### config.mk
export PLATFORM = sky130hd
export DESIGN_NAME = line_lexer_token_scanner
export DESIGN_NICKNAME = d
export VERILOG_FILES = /design/src/llts_pkg.sv /design/src/llts_front.sv /design/src/llts_queue.sv /design/src/llts_back.sv /design/src/line_lexer_token_scanner.sv
export SDC_FILE = /design/constraint.sdc
export NUM_CORES = 1
export LEC_CHECK = 0
export ABC_AREA = 1
export ABC_CLOCK_PERIOD_IN_PS = 5500
export BUFFER_PORTS_ARGS = -buffer_cell sky130_fd_sc_hd__clkbuf_2
export CORE_AREA = 2 2 196 198
export CTS_BUF_LIST = sky130_fd_sc_hd__clkbuf_8
export CTS_CLUSTER_SIZE = 12
export DETAILED_ROUTE_END_ITERATION = 12
export DIE_AREA = 0 0 198 200
export PLACE_DENSITY = 0.64
export SYNTH_ARGS = -nofsm -noshare
export SYNTH_HDL_FRONTEND = slang
export SYNTH_SLANG_ARGS = --single-unit
### constraint.sdc
create_clock -name clk_i -period 5.5 [get_ports clk_i]
set_clock_uncertainty 0.15 [all_clocks]
set_input_delay 0.825 -clock clk_i [delete_from_list [all_inputs] [get_ports clk_i]]
set_output_delay 0.825 -clock clk_i [all_outputs]
set_load 0.05 [all_outputs]
### src/llts_pkg.sv
package llts_pkg;

  // Line length limit; positions saturate one below min(LineMax, 4096)
  localparam int unsigned LineMax   = 4096;
  localparam int unsigned PosCapInt = ((LineMax < 4096) ? LineMax : 4096) - 1;
  localparam logic [11:0] PosCap    = 12'(PosCapInt);
  localparam logic [12:0] LenCap    = 13'd4096;

  // Depth of the queue between front and back (at least 2)
  localparam int unsigned QueueDepth = 4;

  typedef enum logic [2:0] {
    TokNum = 3'd0,
    TokId  = 3'd1,
    TokSym = 3'd2,
    TokKey = 3'd3,
    TokBad = 3'd4
  } tok_type_e;

  // Input beat
  typedef struct packed {
    logic [7:0] char_in;
    logic       end_of_line;
  } in_beat_t;

  // Result beat
  typedef struct packed {
    logic [2:0]  token_type;
    logic [11:0] token_start;
    logic [12:0] token_length;
    logic        line_overflow;
    logic        last;
  } result_t;

  // One token as the front produces it, before the last flag is known
  typedef struct packed {
    logic [2:0]  token_type;
    logic [11:0] token_start;
    logic [12:0] token_length;
    logic        line_overflow;
  } tok_t;

  // All tokens caused by one input byte
  typedef struct packed {
    logic [1:0] cnt;
    tok_t       tok0;
    tok_t       tok1;
  } rec_t;

  // Queue status seen by front and back
  typedef struct packed {
    logic empty;
    logic full;
  } q_stat_t;

endpackage

### src/llts_front.sv
module llts_front (
  input  logic               clk_i,
  input  logic               rst_ni,
  input  logic               acc_i,
  input  llts_pkg::in_beat_t in_i,
  output logic               rec_valid_o,
  output llts_pkg::rec_t     rec_o
);

  typedef enum logic [2:0] {
    ModeIdle = 3'b001,
    ModeNum  = 3'b010,
    ModeId   = 3'b100
  } mode_e;

  typedef enum logic [5:0] {
    KwNone = 6'b000001,
    KwI    = 6'b000010,
    KwW    = 6'b000100,
    KwWh   = 6'b001000,
    KwWhi  = 6'b010000,
    KwWhil = 6'b100000
  } kw_e;

  mode_e       mode_q, mode_d;
  kw_e         kw_q, kw_d, kw_adv;
  logic        kw_hit;
  logic [11:0] start_q, start_d;
  logic [11:0] pos_q, pos_d;
  logic [12:0] len_q, len_d, len_grown;
  logic        ovf_q, ovf_d;
  logic        cap_q, cap_d;

  logic [7:0]  c;
  logic        is_digit, is_alpha, is_word, is_sym, is_skip;
  logic        ovf_now, done;
  logic        pend_v, own_v, flush_v;
  llts_pkg::tok_t pend_tok, own_tok, flush_tok;

  assign c        = in_i.char_in;
  assign is_digit = c inside {["0":"9"]};
  assign is_alpha = c inside {["a":"z"], ["A":"Z"]};
  assign is_word  = is_alpha || is_digit || (c == "_");
  assign is_sym   = c inside {"+", "-", "*", "/", "=", "(", ")", "<", ">", "{", "}", ";"};
  assign is_skip  = c inside {" ", 8'h0D, 8'h0A};
  assign ovf_now  = cap_q | ovf_q;
  assign len_grown = (len_q == llts_pkg::LenCap) ? len_q : len_q + 13'd1;

  // Keyword prefix tracker
  always_comb begin
    kw_adv = KwNone;
    kw_hit = 1'b0;
    case (kw_q)
      KwI:    kw_hit = (c == "f");
      KwW:    kw_adv = (c == "h") ? KwWh : KwNone;
      KwWh:   kw_adv = (c == "i") ? KwWhi : KwNone;
      KwWhi:  kw_adv = (c == "l") ? KwWhil : KwNone;
      KwWhil: kw_hit = (c == "e");
      default: kw_adv = KwNone;
    endcase
  end

  // Classification and state update for one byte
  always_comb begin
    mode_d  = mode_q;
    kw_d    = kw_q;
    start_d = start_q;
    len_d   = len_q;
    pos_d   = pos_q;
    ovf_d   = ovf_q;
    cap_d   = cap_q;
    done    = 1'b0;
    pend_v  = 1'b0;
    own_v   = 1'b0;
    flush_v = 1'b0;
    pend_tok  = '{token_type: llts_pkg::TokNum, token_start: start_q,
                  token_length: len_q, line_overflow: ovf_now};
    own_tok   = '{token_type: llts_pkg::TokSym, token_start: pos_q,
                  token_length: 13'd1, line_overflow: ovf_now};
    flush_tok = pend_tok;

    // position with saturation
    if (cap_q) begin
      ovf_d = 1'b1;
    end else if (pos_q >= llts_pkg::PosCap) begin
      pos_d = llts_pkg::PosCap;
      cap_d = 1'b1;
    end else begin
      pos_d = pos_q + 12'd1;
    end

    // pending run
    case (mode_q)
      ModeNum: begin
        if (is_digit) begin
          len_d = len_grown;
          done  = 1'b1;
        end else begin
          pend_v = 1'b1;
          mode_d = ModeIdle;
        end
      end
      ModeId: begin
        if (is_word) begin
          len_d = len_grown;
          done  = 1'b1;
          if (kw_hit) begin
            pend_v                = 1'b1;
            pend_tok.token_type   = llts_pkg::TokKey;
            pend_tok.token_length = len_grown;
            mode_d                = ModeIdle;
            kw_d                  = KwNone;
          end else begin
            kw_d = kw_adv;
          end
        end else begin
          pend_v              = 1'b1;
          pend_tok.token_type = llts_pkg::TokId;
          mode_d              = ModeIdle;
          kw_d                = KwNone;
        end
      end
      default: ;
    endcase

    // this byte on its own
    if (!done) begin
      if (is_skip) begin
        own_v = 1'b0;
      end else if (is_sym) begin
        own_v = 1'b1;
      end else if (c == "0") begin
        own_v              = 1'b1;
        own_tok.token_type = llts_pkg::TokNum;
      end else if (is_digit) begin
        mode_d  = ModeNum;
        start_d = pos_q;
        len_d   = 13'd1;
      end else if (is_alpha || (c == "_")) begin
        mode_d  = ModeId;
        start_d = pos_q;
        len_d   = 13'd1;
        kw_d    = (c == "i") ? KwI : ((c == "w") ? KwW : KwNone);
      end else begin
        own_v              = 1'b1;
        own_tok.token_type = llts_pkg::TokBad;
      end
    end

    // end of line flushes the run and restarts the line
    if (in_i.end_of_line) begin
      flush_tok.token_start  = start_d;
      flush_tok.token_length = len_d;
      if (mode_d == ModeNum) begin
        flush_v              = 1'b1;
        flush_tok.token_type = llts_pkg::TokNum;
      end else if (mode_d == ModeId) begin
        flush_v              = 1'b1;
        flush_tok.token_type = llts_pkg::TokId;
      end
      mode_d = ModeIdle;
      kw_d   = KwNone;
      pos_d  = '0;
      cap_d  = 1'b0;
      ovf_d  = 1'b0;
    end
  end

  // Pack the byte's tokens in order
  always_comb begin
    rec_o.cnt = 2'(pend_v) + 2'(own_v) + 2'(flush_v);
    if (pend_v) begin
      rec_o.tok0 = pend_tok;
      rec_o.tok1 = own_v ? own_tok : flush_tok;
    end else begin
      rec_o.tok0 = own_v ? own_tok : flush_tok;
      rec_o.tok1 = flush_tok;
    end
  end

  assign rec_valid_o = acc_i && (rec_o.cnt != 2'd0);

  // Scanner state
  always_ff @(posedge clk_i or negedge rst_ni) begin
    if (!rst_ni) begin
      mode_q  <= ModeIdle;
      kw_q    <= KwNone;
      start_q <= '0;
      len_q   <= '0;
      pos_q   <= '0;
      ovf_q   <= 1'b0;
      cap_q   <= 1'b0;
    end else if (acc_i) begin
      mode_q  <= mode_d;
      kw_q    <= kw_d;
      start_q <= start_d;
      len_q   <= len_d;
      pos_q   <= pos_d;
      ovf_q   <= ovf_d;
      cap_q   <= cap_d;
    end
  end

endmodule

### src/llts_queue.sv
module llts_queue #(
  parameter int unsigned Depth = llts_pkg::QueueDepth
) (
  input  logic              clk_i,
  input  logic              rst_ni,
  input  logic              wr_i,
  input  llts_pkg::rec_t    wr_data_i,
  input  logic              rd_i,
  output llts_pkg::rec_t    rd_data_o,
  output llts_pkg::q_stat_t stat_o
);

  localparam int unsigned AddrW = $clog2(Depth);
  localparam int unsigned CntW  = $clog2(Depth + 1);
  localparam logic [AddrW-1:0] LastAddr = AddrW'(Depth - 1);
  localparam logic [CntW-1:0]  FullCnt  = CntW'(Depth);

  llts_pkg::rec_t   mem_q [Depth];
  logic [AddrW-1:0] wptr_q, rptr_q;
  logic [CntW-1:0]  cnt_q;
  logic             do_wr, do_rd;

  assign stat_o.empty = (cnt_q == '0);
  assign stat_o.full  = (cnt_q == FullCnt);
  assign do_wr        = wr_i && !stat_o.full;
  assign do_rd        = rd_i && !stat_o.empty;
  assign rd_data_o    = mem_q[rptr_q];

  // Storage
  always_ff @(posedge clk_i) begin
    if (do_wr) begin
      mem_q[wptr_q] <= wr_data_i;
    end
  end

  // Pointers and fill count
  always_ff @(posedge clk_i or negedge rst_ni) begin
    if (!rst_ni) begin
      wptr_q <= '0;
      rptr_q <= '0;
      cnt_q  <= '0;
    end else begin
      if (do_wr) begin
        wptr_q <= (wptr_q == LastAddr) ? '0 : wptr_q + AddrW'(1);
      end
      if (do_rd) begin
        rptr_q <= (rptr_q == LastAddr) ? '0 : rptr_q + AddrW'(1);
      end
      if (do_wr && !do_rd) begin
        cnt_q <= cnt_q + CntW'(1);
      end else if (do_rd && !do_wr) begin
        cnt_q <= cnt_q - CntW'(1);
      end
    end
  end

endmodule

### src/llts_back.sv
module llts_back (
  input  logic              clk_i,
  input  logic              rst_ni,
  input  llts_pkg::rec_t    head_i,
  input  llts_pkg::q_stat_t stat_i,
  input  logic              pop_i,
  output logic              q_rd_o,
  output logic              empty_o,
  output llts_pkg::result_t result_o
);

  logic           sel_q;
  logic           last;
  logic           take;
  llts_pkg::tok_t tok;

  // Walk the tokens of the head record, one per beat
  assign tok     = sel_q ? head_i.tok1 : head_i.tok0;
  assign last    = sel_q || (head_i.cnt == 2'd1);
  assign empty_o = stat_i.empty;
  assign take    = pop_i && !stat_i.empty;
  assign q_rd_o  = take && last;

  assign result_o = '{token_type:    tok.token_type,
                      token_start:   tok.token_start,
                      token_length:  tok.token_length,
                      line_overflow: tok.line_overflow,
                      last:          last};

  always_ff @(posedge clk_i or negedge rst_ni) begin
    if (!rst_ni) begin
      sel_q <= 1'b0;
    end else if (take) begin
      sel_q <= !last;
    end
  end

endmodule

### src/line_lexer_token_scanner.sv
// Channel  Direction  Beat type           Accepted when
// -------  ---------  ------------------  --------------------
// input    in         llts_pkg::in_beat_t  push && !full
// result   out        llts_pkg::result_t   pop && !empty
//
// One byte per cycle enters the front while full is low; its scanner state is registered.
// A byte's tokens (zero to two) are stored in the queue as one record and
// leave one per beat, so a byte giving two tokens takes two result beats.
// The queue between front and back (QueueDepth records) absorbs result stalls;
// full rises only when it holds QueueDepth records. Reset is asynchronous and
// returns the scanner to the start of a line with an empty queue.
module line_lexer_token_scanner #(
  parameter int unsigned QueueDepth = llts_pkg::QueueDepth
) (
  input  logic               clk_i,
  input  logic               rst_ni,
  input  logic               push,
  output logic               full,
  input  llts_pkg::in_beat_t in_i,
  output logic               empty,
  input  logic               pop,
  output llts_pkg::result_t  result_o
);

  llts_pkg::rec_t    rec, head;
  llts_pkg::q_stat_t stat;
  logic              rec_valid;
  logic              acc;
  logic              q_rd;

  assign full = stat.full;
  assign acc  = push && !stat.full;

  llts_front u_front (
    .clk_i       (clk_i),
    .rst_ni      (rst_ni),
    .acc_i       (acc),
    .in_i        (in_i),
    .rec_valid_o (rec_valid),
    .rec_o       (rec)
  );

  llts_queue #(
    .Depth (QueueDepth)
  ) u_queue (
    .clk_i     (clk_i),
    .rst_ni    (rst_ni),
    .wr_i      (rec_valid),
    .wr_data_i (rec),
    .rd_i      (q_rd),
    .rd_data_o (head),
    .stat_o    (stat)
  );

  llts_back u_back (
    .clk_i    (clk_i),
    .rst_ni   (rst_ni),
    .head_i   (head),
    .stat_i   (stat),
    .pop_i    (pop),
    .q_rd_o   (q_rd),
    .empty_o  (empty),
    .result_o (result_o)
  );

endmodule
==> results.txt <==
----------------------------------------------------
[Placed design]
  Port Buffer Count ... 44
  Post-Place Worst Slack ... 0.465 ns
  Post-placement cell count ... 2,060
  Placer's final routability congestion estimate ... 0.908
  Placed wire-length estimate ... 22.8 mm

[Worst setup path]
  Required time at the endpoint of the critical path ... 5.82 ns
  Critical Path End Type ... flop
  Data arrival at the endpoint of the critical path ... 4.82 ns
  Largest stage delay, worst path ... 0.55 ns
  Highest-delay cell along the critical path ... fa_1
  Critical-path cell list ... inv_1 > nand3_1 > nand2_1 > nand2_2 > inv_2 > nand2_2 > nand3_2 > inv_2 > fa_1 > o21ai_0 > inv_1 > ha_1 > inv_1 > fa_1 > mux2_2
  Largest driver fanout on the critical path ... 14
  Crit Path Class ... flop to flop
  Kind of start point of the critical path ... flop
  Most common cell type on the critical path ... inv_1

[Clocking]
  Buffers inserted by post-CTS timing repair ... 0
  # clock sinks ... 292
  Clock tree from TritonCTS ... yes
  Hold buffer count at CTS ... 0
  CTS root buffer ... clkbuf_8
  Worst-skew pair later-pin latency ... 0.59 ns
  Clock-pin slew on the worst setup and hold paths ... 0.06 ns
  Number of buffers between clock root and the deepest sink ... 3
  Level count of the clock H-tree ... 2
  CTS Buf Count ... 45
  Resized cells post-CTS ... 0

[Route]
  DRT Pass-1 Iters ... 5
  Final routed wirelength across all metal layers ... 36.1 mm
  Average wire per cell in the routed design ... 16.9 um
  Residual DRC ... 0
  Antenna Nets Post-Route ... 0
  Number of DRC violations after detailed-routing iteration 0 ... 986
  Via density per instance ... 5.22
  Routed via count ... 11,200

[Pwr]
  Static Leakage ... 6.36 nW
  Cell internal pwr ... 0.00478 W
  Net load switching power ... 0.00377 W
  Power per unit of standard cell area ... 537 mW/mm^2
  Proportion of power drawn by the clock network ... 20.4%
  Switch share ... 44.1%
  Combinational cell fraction of total power ... 41.6%
  Sequential power share ... 38.0%
  Peak VDD IR ... 370 uV

[Floorplan]
  Horizontal die dimension ... 198 um
  Starting Density ... 38.5%
  Die footprint ... 0.0396 sq mm
  Die H ... 200 um
  Placement Rows ... 71
  Std-Cell Core Area ... 0.0374 sq mm
  I/O Pins ... 45

[Logic synthesis]
  Netlist cell types ... 44
  Leading area contributor after synthesis ... edfxtp_1
  Area share of the largest cell type after synthesis ... 49.3%
  Top post-synthesis cells by area ... edfxtp_1 49%, dfrtp_1 9.4%, nand2_1 7.2%
  Net count after synthesis ... 1,593
  Flop and latch count out of synthesis ... 292
  Synth warnings ... 0
  Sequential element share of the synthesized area ... 59.0%
  Syn Inst Count ... 1,569
  Post-synthesis average cell area ... 9.17 sq um
  Cell area after technology mapping ... 0.0144 sq mm

[GRT]
  Number of global-route vias before repair ... 10,600
  Total congestion overflow ... 0
  Wire length of the first global-routing pass ... 57.0 mm
  Antenna violations before repair ... 0
  Combined global-route utilization of all metal layers ... 18.4%
  Largest net degree at the start of global routing ... 62

[STA]
  Final hold violations ... 0
  Max Fclk ... 222 MHz
  Worst hold margin ... 0.142 ns
  Worst Max-Slew Pin Slew ... 1.08 ns
  RSZ-0062 raised after global routing ... no
  Final critical delay including setup and external delays ... 4.50 ns
  Remaining max-slew budget at the tightest pin ... 27.2%
  Final cycle utilization of the critical path ... 81.8%
  Post-route setup TNS ... 0 ns
  # setup viols final ... 0
  Max-slew violation total from the final report ... 0
  PnR worst setup slack ... 0.998 ns

[Outcome]
  Result of the run ... complete, no violations

[Final layout]
  P&R area growth vs syn ... 10.6%
  # nets final ... 1,620
  Fill cells ... 3,615
  # diodes ... 0
  Fraction of layout cells with a size suffix above 1 ... 9.34%
  Cell Count, Final, Fillers Out ... 2,139
  Post-Route Utilization ... 42.6%

[Flow run]
  # Max-Cap Violations ... 0

[Worst hold path]
  Min-Delay Path Class ... input pin to async pin

----------------------------------------------------
[metal layers]
| layer | wire length (um) | track usage, % |
|---|---|---|
| met3 | 2000 | 2.77 |
| met5 | 0 | 0 |
| met1 | 16600 | 25.4 |
| met2 | 16900 | 30.2 |
| met4 | 681 | 5.07 |
[flip-flops by register name (all words and copies together) (netlist names), 2 cells and up]
register,flops
u_queue.cnt_q,3
u_front.start_q,12
u_front.len_q,13
u_queue.mem_q,236
u_front.mode_q,3
u_front.pos_q,12
u_queue.rptr_q,2
u_queue.wptr_q,2
u_front.kw_q,6
[cell usage after synthesis, drive strengths merged]
library cell and n:
dfstp 2, buf 26, a21oi 26, dfrtp 54
a31oi 29, o21a 1, nor3 8, mux2 1
nor2 262, or2 2, nand4 17, a21boi 1
o311ai 1, o211ai 3, edfxtp 236, nand3b 5
inv 134, clkinv 2, o22ai 35, o21ai 213
clkbuf 54, fa 2, nand2 284, nand3 138
and2 1, a22oi 7, ha 9, xor2 15
xnor2 1
[power by group through the flow]
stage	Clock [W]	Sequential [W]	Combinational, W
after floorplan	0	0.00318	0.00270
after global placement	0	0.00328	0.00352
after detailed placement	0	0.00329	0.00357
after CTS	0.00177	0.00325	0.00359
after global routing	0.00187	0.00330	0.00393
final	0.00174	0.00325	0.00356
[stage by stage]
stage | cell area [sq um] | power (W)
2_1_floorplan | 14400 | 0.00588
3_3_place_gp | 15100 | 0.00680
3_5_place_dp | 15100 | 0.00686
4_1_cts | 15900 | 0.00861
5_1_grt | 15900 | 0.00910
6_report | 15900 | 0.00855
[layout make-up]
type,count,area [sq um],area share [%]
Sequential cell,292,8500,53.4
Multi-Input combinational cell,1061,5070,31.9
Tap cell,511,639,4.02
Clock buffer,46,633,3.98
Inverter,136,513,3.22
Timing Repair Buffer,60,353,2.22
Clock inverter,33,211,1.33
[worst max-delay path, delay by kind of cell, from the launching register on]
| kind | cells | cell delay, ns |
|---|---|---|
| adder cells (fa/ha/maj) | 3 | 1.19 |
| AND/OR/NAND/NOR | 5 | 0.97 |
| buffers and inverters | 5 | 0.81 |
| flip-flops | 1 | 0.53 |
| AO/OA/AOI/OAI | 1 | 0.46 |
| multiplexers | 1 | 0.26 |
[logic make-up (layout without fill, tap and decap cells)]
group	after synthesis	count (layout)	share of synthesized area (%)
AOI/OAI and AO/OA	316	316	11.8
xor gates and xnor gates	16	16	0.974
adders and majority gates	11	11	1.06
buffers and inverters	216	275	5.96
DFF	292	292	59.0
muxes	1	1	0.0783
and+or+nand+nor	717	717	21.1
[final timing paths]
check / startpoint / to / slack, ns / cells after the start
hold reg to reg: u_back.sel_q / u_back.sel_q / 0.39 / 1
min in group clk_i: u_back.sel_q / u_back.sel_q / 0.39 / 1
max in group asynchronous: rst_ni / u_front.kw_q[0] / 4.06 / 2
setup reg to reg: u_front.mode_q[0] / u_queue.cnt_q[1] / 1.0 / 15
hold / removal: rst_ni / u_queue.rptr_q[0] / 0.14 / 1
setup / recovery: u_front.mode_q[0] / u_queue.cnt_q[1] / 1.0 / 15
[cells in the final DEF, fill, tap and decap left out, types with 6 or more instances in the layout]
| master | n |
|---|---|
| a21oi_1 | 26 |
| a22oi_1 | 7 |
| a31oi_1 | 29 |
| buf_4 | 15 |
| clkbuf_2 | 44 |
| clkbuf_8 | 46 |
| clkinv_1 | 13 |
| dfrtp_1 | 52 |
| edfxtp_1 | 236 |
| ha_1 | 9 |
| inv_1 | 139 |
| inv_2 | 9 |
| nand2_1 | 275 |
| nand2_2 | 6 |
| nand3_1 | 137 |
| nand4_1 | 16 |
| nor2_1 | 254 |
| nor3_1 | 7 |
| o21ai_0 | 193 |
| o21ai_1 | 18 |
| o22ai_1 | 35 |
| xor2_1 | 15 |
(Power assumes the default switching activity.)
